--- config.mk ---
export PLATFORM = sky130hd
export DESIGN_NAME = bti_front
export DESIGN_NICKNAME = d
export VERILOG_FILES = /design/src/bilinear_table_interpolator_defines.svh /design/src/bti_pkg.sv /design/src/bti_front.sv
export SDC_FILE = /design/constraint.sdc
export NUM_CORES = 1
export LEC_CHECK = 0
export BUFFER_PORTS_ARGS = -buffer_cell sky130_fd_sc_hd__buf_2
export CELL_PAD_IN_SITES_DETAIL_PLACEMENT = 2
export CELL_PAD_IN_SITES_GLOBAL_PLACEMENT = 2
export CORE_MARGIN = 2
export CORE_UTILIZATION = 41
export DETAILED_ROUTE_END_ITERATION = 12
export GPL_ROUTABILITY_DRIVEN = 0
export PLACE_DENSITY_LB_ADDON = 0.1
export SLEW_MARGIN = 10
export SYNTH_ARGS = -nofsm -noshare
export SYNTH_HDL_FRONTEND = slang
export SYNTH_SLANG_ARGS = --single-unit
--- constraint.sdc ---
create_clock -name i_clk -period 8.3 [get_ports i_clk]
set_clock_uncertainty 0.05 [all_clocks]
set_input_delay 2.49 -clock i_clk [delete_from_list [all_inputs] [get_ports i_clk]]
set_output_delay 2.49 -clock i_clk [all_outputs]
set_load 0.01 [all_outputs]
--- src/bilinear_table_interpolator_defines.svh ---
// assertion macros for the bilinear table interpolator
`ifndef BILINEAR_TABLE_INTERPOLATOR_DEFINES_SVH
`define BILINEAR_TABLE_INTERPOLATOR_DEFINES_SVH

// same-cycle implication
`define BTI_ASSERT_IMP(lbl, clk, rst_n, ante, cons, msg) \
    lbl: assert property (@(posedge clk) disable iff (!rst_n) (ante) |-> (cons)) \
        else $error(msg);

// next-cycle implication
`define BTI_ASSERT_NXT(lbl, clk, rst_n, ante, cons, msg) \
    lbl: assert property (@(posedge clk) disable iff (!rst_n) (ante) |=> (cons)) \
        else $error(msg);

`endif

--- src/bti_pkg.sv ---
// shared types and constants of the bilinear table interpolator
package bti_pkg;

    localparam int MAX_X_POINTS = 64;
    localparam int MAX_Y_POINTS = 64;
    localparam int XA_W   = $clog2(MAX_X_POINTS);
    localparam int YA_W   = $clog2(MAX_Y_POINTS);
    localparam int TA_W   = XA_W + YA_W;
    localparam int CNT_W  = 7;
    localparam int QDEPTH = 2;
    localparam int QA_W   = 1;
    localparam int PADDR_W = 3;
    localparam int REG_X_COUNT = 0;
    localparam int REG_Y_COUNT = 1;
    localparam logic [CNT_W-1:0] COUNT_RESET = CNT_W'(2);
    localparam logic signed [31:0] FRAC_MAX = 32'sh4000_0000;
    localparam logic signed [31:0] FRAC_MIN = -32'sh4000_0000;

    typedef enum logic [1:0] {
        CMD_WR_X   = 2'd0,
        CMD_WR_Y   = 2'd1,
        CMD_WR_TAB = 2'd2,
        CMD_QUERY  = 2'd3
    } t_cmd;

    typedef struct packed {
        logic [1:0]         command;
        logic [5:0]         index_x;
        logic [5:0]         index_y;
        logic signed [31:0] load_value;
        logic signed [31:0] query_x;
        logic signed [31:0] query_y;
    } t_in_item;

    typedef struct packed {
        logic signed [31:0] interp_value;
        logic               status;
    } t_out_item;

    typedef struct packed {
        t_cmd               op;
        logic [XA_W-1:0]    ix;
        logic [YA_W-1:0]    iy;
        logic signed [31:0] word;
        logic signed [31:0] qx;
        logic signed [31:0] qy;
    } t_q_entry;

    typedef struct packed {
        logic busy;
        logic done;
    } t_div_stat;

endpackage

--- src/bti_front.sv ---
// input side: accepts items, classifies them and queues them for the back end
module bti_front import bti_pkg::*; (
    input  logic     i_clk,
    input  logic     i_rst_n,
    input  logic     i_in_valid,
    output logic     o_in_ready,
    input  t_in_item i_in_data,
    output logic     o_q_valid,
    output t_q_entry o_q_entry,
    input  logic     i_q_pop
);

    t_q_entry              r_mem [QDEPTH];
    logic [QA_W-1:0]       r_wr_ptr;
    logic [QA_W-1:0]       r_rd_ptr;
    logic [QA_W:0]         r_count;
    logic                  push;
    t_q_entry              entry;

    assign o_in_ready = (r_count != (QA_W+1)'(QDEPTH));
    assign push       = i_in_valid && o_in_ready;
    assign o_q_valid  = (r_count != '0);
    assign o_q_entry  = r_mem[r_rd_ptr];

    always_comb begin
        entry.op   = t_cmd'(i_in_data.command);
        entry.ix   = i_in_data.index_x[XA_W-1:0];
        entry.iy   = i_in_data.index_y[YA_W-1:0];
        entry.word = i_in_data.load_value;
        entry.qx   = i_in_data.query_x;
        entry.qy   = i_in_data.query_y;
    end

    always_ff @(posedge i_clk) begin
        if (push) begin
            r_mem[r_wr_ptr] <= entry;
        end
    end

    always_ff @(posedge i_clk) begin
        if (!i_rst_n) begin
            r_wr_ptr <= '0;
            r_rd_ptr <= '0;
            r_count  <= '0;
        end else begin
            if (push) begin
                r_wr_ptr <= r_wr_ptr + 1'b1;
            end
            if (i_q_pop) begin
                r_rd_ptr <= r_rd_ptr + 1'b1;
            end
            if (push && !i_q_pop) begin
                r_count <= r_count + 1'b1;
            end else if (!push && i_q_pop) begin
                r_count <= r_count - 1'b1;
            end
        end
    end

endmodule

==> metrics.txt, run 1 <==
outcome=complete, no violations; # setup viols final=0; Hold Startpoint=r_count[1]$_SDFFE_PN0P_; most frequent cell after synthesis=edfxtp_1; Crit Path Max Fanout=57; synth top area cells=edfxtp_1 80%, mux2_2 15%, buf_6 1.4%; core area=0.0196 mm^2; CP bufs+invs=2; IO Count=between 200 and 250; share of layout cells above drive strength 1=0.601; Hold Path Cell Cnt=2; FP Rows=between 50 and 60; FF+latch count, synth=225; reg-to-reg critical path startpoint=r_count[0]$_SDFFE_PN0P_; Synth cell types=20; Layout area overhead=25.5%; maximum vdd ir drop=around 0.18 mV; Leak=roughly 0.0038 uW; Mapped Area=0.00821 mm^2; All-Layer GR Usage=0.188; asr flop ratio synth=0; die height=around 150 um; Port Buffer Count=roughly 230; Num CTS Buffers=24; total grt overflow=0; CTS tree=built; CP Cell Sequence=buf_4 -> mux2_2 -> buf_2; Largest stage delay, worst path=around 0.83 ns; hold path endpoint=r_count[1]$_SDFFE_PN0P_; Filler cells=approximately 1,800; CTS Hold Bufs=0; Starting Density=0.419; CTS-repair resized insts=0; FMAX=around 190 MHz; dominant synthesized flop cell=edfxtp_1; final net count=723; family with the most delay on the worst path=buffers and inverters; Power Density=around 270 mW/mm^2; initial antenna violation count=3; Post-Synthesis Cells=roughly 370; # Post-CTS Setup Buffers=0; Detail Route Antenna Nets=0; vias in the first global route=4,925; crit end category=primary output; max_cap viols=0; Synth Warn #=0; Syn Nets=between 400 and 500; die width=approximately 150 um; setup tns final=0 ns; crit path max-delay cell type=dfxtp_4; worst-skew pair later-pin latency=0.51 ns; Slew Viols, Final=0; worst setup margin=3.01 ns; clk slew on worst S/H paths=about 0.060 ns; wire length per cell=22.4 um; Fin. Hold Viols=0; DP HPWL=~13,000 um; Relative slew margins=0.459; critical path class=reg -> out; number of synthesized flops with an enable pin=220; Iteration-0 DRC Markers=235; DRC Markers=0; reg-to-reg endpoint=r_mem[1][47]$_DFFE_PP_; CTS root buffer=clkbuf_16; Worst Reg-to-Reg Cells=3; drt first pass iters=4; Vias/cell=roughly 4.8; post-synth top area cell=edfxtp_1; sequential fraction of the synthesis area=0.817; setup slack, reg-to-reg=5.74 ns; WL final=roughly 20,000 um; Via Count=roughly 4,300; minimum clock period=between 5 and 6 ns; die area=about 0.021 mm^2; CP Data Required Time=~5.8 ns; worst hold path class=reg -> reg; Critical Path Source Type=register; H-tree depth=1; RSZ-0062 raised after global routing=no; Slew @ Worst Pin=0.812 ns; final worst-path cycle share=0.637; Synth top area share=0.805; worst-case clock buffer depth=3; Clock Sinks=about 230; top cells by instance count after synthesis=220 x edfxtp_1, 110 x mux2_2, 10 x buf_6, 5 x dfxtp_1, 4 x and2_1; Worst Path Arrival=roughly 2.8 ns; first-pass GRT wire length=roughly 30,000 um; pre-CTS setup slack=between 3 and 4 ns; Synth Area per Inst=~22 um^2; pin count of the biggest net entering global routing=58
-- state kept, by name (all words and copies together), names as in the netlist, named ones only --
| name | count |
|---|---|
| r_count | 2 |
| r_mem | 220 |
| r_rd_ptr | 1 |
| r_wr_ptr | 1 |
-- kinds of logic after synthesis --
logic type               share of synthesized area
buffers and inverters                       0.0162
flip-flops                                   0.817
AND/OR/NAND/NOR                            0.00792
adder cells (fa/ha/maj)                    0.00152
AO/OA/AOI/OAI                              0.00366
multiplexers                                 0.151
XOR/XNOR                                   0.00320
-- layout make-up --
cell class | count | area [um^2] | share of cell area
well taps | 265 | 332 | 0.0322
inverters | 2 | 10.0 | 0.000971
multi-input cells | 127 | 1380 | 0.134
clock buffers | 30 | 644 | 0.0625
clock inverters | 12 | 80.1 | 0.00777
flip-flops and latches | 225 | 6710 | 0.651
repair buffers | 228 | 1150 | 0.111
diodes | 1 | 2.50 | 0.000243
-- routing by layer --
layer	vias to the layer above	share of wire	GRT usage
li1	1940	-	-
met1	2155	0.37	0.215
met2	153	0.54	0.350
met3	29	0.066	0.0527
met4	4	0.019	0.0461
met5	-	0.0014	0
-- worst reg2reg max path, stage by stage (launching register included) --
cell and delay (ns):
dfxtp_1 0.40, nand2b_4 0.18, and3_4 0.69, buf_4 0.81
-- power by group --
group | total, uW | switching, uW | leakage, uW | internal (uW)
combinational | 360 | 202 | 0.00138 | 158
clock | 998 | 421 | 0.000353 | 577
sequential | 1420 | 42.9 | 0.00210 | 1380
-- worst max path at each step --
stage	to	slack, ns	depth (start not counted)
after global routing	o_q_entry[65]	2.85	3
after CTS	o_q_entry[39]	2.93	3
final	o_q_entry[65]	3.01	3
after global placement	o_q_entry[65]	3.56	3
after detailed placement	o_q_entry[39]	3.49	3
after floorplan	r_mem[1][0]$_DFFE_PP_	2.69	1
-- stage by stage --
stage               instance area (um^2)  cells  utilization  hold slack, ns  power, uW
floorplan                           8210    366            -           0.450       1650
global placement                    9580    847        0.489           0.464       1790
detailed placement                  9580    847        0.489           0.523       1810
CTS                                10300    889        0.526           0.544       2830
global route                       10300    889        0.526           0.574       2890
finish                             10300    890        0.526           0.537       2780
-- cell usage in the layout (no fill, tap or decap), drive strengths merged --
cell,n
xnor2,1
a21bo,1
clkbuf,30
bufinv,1
and3,1
inv,2
ha,1
mux2,110
diode,1
xor2,2
nand3b,1
buf,228
nand2b,1
or2,1
dfxtp,5
clkinv,10
and2,4
clkinvlp,1
or3,1
o21ai,1
a21boi,2
edfxtp,220
Note: power is estimated with default switching activity, not from simulation.
==> run 2: changes to the inputs <==
Settings changed: CORE_UTILIZATION 41 to 38.
Clock period 8.3 ns to 5.2 ns, I/O delays scaled along.
==> run 2 against run 1 <==
Against the previous run:
- die area up 7.7%
- flip-flop and latch count did not move
- first-iteration DRC count decreased by 25%
- total power grew 59%
- largest power group unchanged
- critical path depth unchanged
- setup slack worse by 1.8 ns
- routed wire length fell by 5.2%
==> metrics.txt, run 2 (same netlist as run 1, synthesis figures left out) <==
All-Layer GR Usage=0.166; Slew Viols, Final=0; post-route design area=approximately 0.010 mm^2; reg-to-reg endpoint=r_mem[0][107]$_DFFE_PP_; final worst-path cycle share=0.769; Filler cells=about 2,000; CTS-repair resized insts=0; DP HPWL=approximately 13,000 um; Via Count=about 4,300; met3 routed WL=1690 um; maximum vdd ir drop=around 0.29 mV; Detail Route Antenna Nets=0; critical path class=reg -> out; CTS Hold Bufs=0; Relative slew margins=0.450; Top Registers=r_mem (220), r_count (2); leading cell type in the layout, fill and taps excluded=buf_2; sw frac=0.235; M1 wire length=between 7000 and 8000 um; Worst Reg-to-Reg Cells=4; CTS tree=built; wire length per cell=between 20 and 25 um; met2 wire len=roughly 9600 um; Critical Path Source Type=register; initial antenna violation count=5; reg-to-reg critical path startpoint=r_count[0]$_SDFFE_PN0P_; Logic pwr share=0.131; pin count of the biggest net entering global routing=59; # setup viols final=0; total grt overflow=0; placed cell areas=between 0.009 and 0.01 mm^2; Iteration-0 DRC Markers=177; first-pass GRT wire length=between 20,000 and 30,000 um; Slew @ Worst Pin=slightly above 0.8 ns; Seq pwr share=0.512; fin cells=between 900 and 1,000; H-tree depth=1; die height=151 um; vias in the first global route=4,796; CP Data Required Time=between 3 and 4 ns; Hold Path Cell Cnt=2; Fin. Hold Viols=0; final net count=roughly 720; die area=around 0.023 mm^2; most frequent cells in the layout=225 x buf_2, 220 x edfxtp_1, 110 x mux2_2, 25 x clkbuf_16, 11 x clkbuf_1; max_cap viols=0; die width=151 um; Starting Density=0.389; FP Rows=53; Vias/cell=between 4 and 5; Clock Sinks=~230; RSZ-0062 raised after global routing=no; share of layout cells above drive strength 1=0.599; setup tns final=0 ns; Min Hold Slack=between 0.5 and 0.6 ns; FMAX=250 MHz; Crit Path Max Fanout=a little under 60; placed cells=857; setup slack, reg-to-reg=3.01 ns; Layout area overhead=26.1%; minimum clock period=approximately 4.0 ns; max reg flops=220; Worst Path Arrival=~2.4 ns; P_int=~3400 uW; core area=about 0.021 mm^2; WL final=around 19,000 um; # Post-CTS Setup Buffers=0; Hold Startpoint=r_count[1]$_SDFFE_PN0P_; hold path endpoint=r_count[1]$_SDFFE_PN0P_; clk slew on worst S/H paths=0.05 ns; Power Density=between 400 and 500 mW/mm^2; worst-skew pair later-pin latency=~0.50 ns; Leak=0.00383 uW; Reg with most FFs=r_mem; drt first pass iters=4; Port Buffer Count=225; Num CTS Buffers=25; worst hold path class=reg -> reg; worst-case clock buffer depth=3; Clock power frac=0.358; CTS root buffer=clkbuf_16; highest metal layer with signal wires=met5; Core Util, Final=0.491; crit end category=primary output; IO Count=~230; Net Sw Power=~1000 uW; DRC Markers=0; outcome=complete, no violations
[run 2: worst max-delay path by stage]
stage	startpoint	slack, ns	endpoint
final	register	1.20	o_q_entry[32]
after global routing	register	1.06	o_q_entry[32]
after CTS	register	1.15	o_q_entry[32]
after detailed placement	register	1.68	o_q_entry[32]
after global placement	register	1.71	o_q_entry[32]
after floorplan	i_in_valid	0.52	r_mem[1][0]$_DFFE_PP_
[run 2: cell type report]
class | count | area, um^2 | area share
flip-flops and latches | 225 | 6710 | 0.648
clock inverters | 2 | 8.76 | 0.000846
repair buffers | 228 | 1190 | 0.115
inverters | 2 | 10.0 | 0.000966
diodes | 5 | 12.5 | 0.00121
clock buffers | 39 | 708 | 0.0684
well taps | 275 | 344 | 0.0332
multi-input cells | 127 | 1380 | 0.133
[run 2: metrics by stage]
step                total power (uW)  setup slack, ns
CTS                             4500             1.15
finish                          4430             1.20
global placement                2870             1.71
global route                    4610             1.06
floorplan                       2630            0.517
detailed placement              2900             1.68
[run 2: routing by layer]
metal  vias to the layer above  GRT usage
li1                       1955          -
met4                         2     0.0383
met3                        23     0.0566
met5                         -          0
met1                      2148      0.197
met2                       160      0.291
[run 2: power groups by stage]
| stage | clock network (uW) | logic [uW] | registers [uW] |
|---|---|---|---|
| floorplan | 0 | 350 | 2280 |
| global placement | 0 | 577 | 2290 |
| detailed placement | 0 | 593 | 2310 |
| CTS | 1630 | 598 | 2270 |
| global route | 1690 | 635 | 2290 |
| finish | 1580 | 579 | 2270 |
[run 2: critical path: stages (launching register included)]
cell     delay [ns]
dfxtp_4        0.86
buf_12         0.36
mux2_2         0.42
buf_2          0.15
==> run 3: changes to the inputs <==
Settings changed: ABC_AREA from default to 1, CORE_UTILIZATION 38 to 35.
Clock period 5.2 ns to 3.65 ns, I/O delays scaled along.
==> run 3 against run 2 <==
Against the previous run:
- die area up 14%
- sequential power is 39% higher
- flip-flop and latch count did not move
- global-route usage shrank 2.4 points
- non-clock buffer count up 5
- combinational power increased by 33%
- critical path depth unchanged
- clock power is 54% higher
==> metrics.txt, run 3 <==
initial antenna violation count=4; Synth Area per Inst=between 20 and 25 um^2; worst setup margin=0.402 ns; crit end category=primary output; number of synthesized flops with an enable pin=220; WL final=around 19,000 um; IO Count=~230; core area=roughly 0.024 mm^2; H-tree depth=1; Leak=approximately 0.0043 uW; die height=161 um; CTS-repair resized insts=0; max reg flops=220; Slew @ Worst Pin=about 0.52 ns; RSZ-0062 raised after global routing=no; maximum vdd ir drop=about 0.33 mV; pin count of the biggest net entering global routing=79; # setup viols final=0; die width=around 160 um; worst-case clock buffer depth=3; Starting Density=0.356; wire length per cell=approximately 19 um; top cells by instance count after synthesis=220 x edfxtp_1, 100 x mux2_4, 10 x buf_12, 10 x mux2_2, 9 x nand2_1; Synth cell types=15; most frequent cell after synthesis=edfxtp_1; Fin. Hold Viols=0; final worst-path cycle share=0.890; overall power=approximately 6400 uW; fin cells=968; Power Density=583 mW/mm^2; setup tns final=0 ns; Relative slew margins=0.652; Via Count=4,313; Syn Nets=between 400 and 500; FF+latch count, synth=roughly 230; Filler cells=2,329; sequential fraction of the synthesis area=0.774; worst-skew pair later-pin latency=around 0.51 ns; share of layout cells above drive strength 1=0.589; DP HPWL=approximately 13,000 um; FMAX=approximately 300 MHz; Post-Synthesis Cells=378; first-pass GRT wire length=28,400 um; most frequent cells in the layout=225 x buf_2, 220 x edfxtp_1, 100 x mux2_4, 27 x clkbuf_16, 10 x mux2_2; max_cap viols=0; CTS root buffer=clkbuf_16; minimum clock period=approximately 3.2 ns; Hold Startpoint=r_rd_ptr$_SDFFE_PN0P_; reg-to-reg critical path startpoint=r_count[0]$_SDFFE_PN0P_; Synth top area share=0.762; vias in the first global route=between 4,000 and 5,000; CTS Hold Bufs=0; Layout area overhead=25.8%; final net count=742; die area=about 0.026 mm^2; drt first pass iters=4; FP Rows=57; leading cell type in the layout, fill and taps excluded=buf_2; Critical Path Source Type=register; Reg with most FFs=r_mem; Port Buffer Count=225; Crit Path Max Fanout=40; CP Data Required Time=around 2.5 ns; asr flop ratio synth=0; Slew Viols, Final=0; Num CTS Buffers=26; Clock Sinks=between 200 and 250; worst hold path class=reg -> reg; DRC Markers=0; synth top area cells=edfxtp_1 76%, mux2_4 17%, buf_12 2.3%; Vias/cell=between 4 and 5; pre-CTS setup slack=between 0.9 and 1 ns; dominant synthesized flop cell=edfxtp_1; clk slew on worst S/H paths=approximately 0.06 ns; All-Layer GR Usage=0.142; Synth Warn #=0; Detail Route Antenna Nets=0; CTS tree=built; total grt overflow=0; # Post-CTS Setup Buffers=0; post-synth top area cell=edfxtp_1; Top Registers=r_mem (220), r_count (2); Iteration-0 DRC Markers=144; Mapped Area=slightly below 0.009 mm^2; outcome=complete, no violations; Worst Path Arrival=2.10 ns; critical path class=reg -> out; placed cells=between 900 and 1,000
## run 3: metrics by stage
step                      hold WS (ns)   util  instance area [um^2]
after floorplan                  0.413      -                  8670
after global placement           0.429  0.415                 10100
after detailed placement         0.463  0.415                 10100
after CTS                        0.477  0.448                 10900
after global routing             0.530  0.448                 10900
final                            0.477  0.448                 10900
## run 3: path summary, 6_finish.rpt
check	cells after the start	to	slack [ns]
hold reg to reg	2	register	0.48
setup / recovery	3	o_q_entry[20]	0.40
setup reg to reg	5	r_mem[1][0]$_DFFE_PP_	1.93
hold / removal	2	register	0.48
## run 3: logic make-up after synthesis
family,after synthesis,share of synthesized area
flops,225,0.774
mux,110,0.186
buf+inv,20,0.0284
compound gates,3,0.00173
simple gates,19,0.00866
fa+ha+maj,1,0.00144
## run 3: cell type report
class                   instances  area, um^2  share of cell area
repair buffers                233        1220               0.112
diodes                          1        2.50            0.000229
clock inverters                10         101             0.00929
flip-flops and latches        225        6710               0.615
well taps                     324         405              0.0372
clock buffers                  34         702              0.0644
inverters                       8        30.0             0.00275
multi-input cells             133        1730               0.159
## run 3: critical path, cell delays in order (launching register included)
cell and delay [ns]:
dfxtp_4 0.64, buf_12 0.35, mux2_4 0.35, buf_2 0.15
## run 3: per-layer routing
metal / GRT usage / wire length, um / vias to the layer above
met5: 0 / 40 / -
met4: 0.0369 / 415 / 6
met3: 0.0393 / 1210 / 33
met2: 0.244 / 9480 / 149
met1: 0.177 / 7640 / 2143
li1: - / - / 1982
## run 3: power by group
group | internal [uW] | total [uW] | leakage [uW] | switching (uW)
Sequential | 3080 | 3150 | 0.00209 | 66.6
Combinational | 373 | 770 | 0.00182 | 397
Clock | 1480 | 2440 | 0.000388 | 961
Total | 4940 | 6360 | 0.00430 | 1420
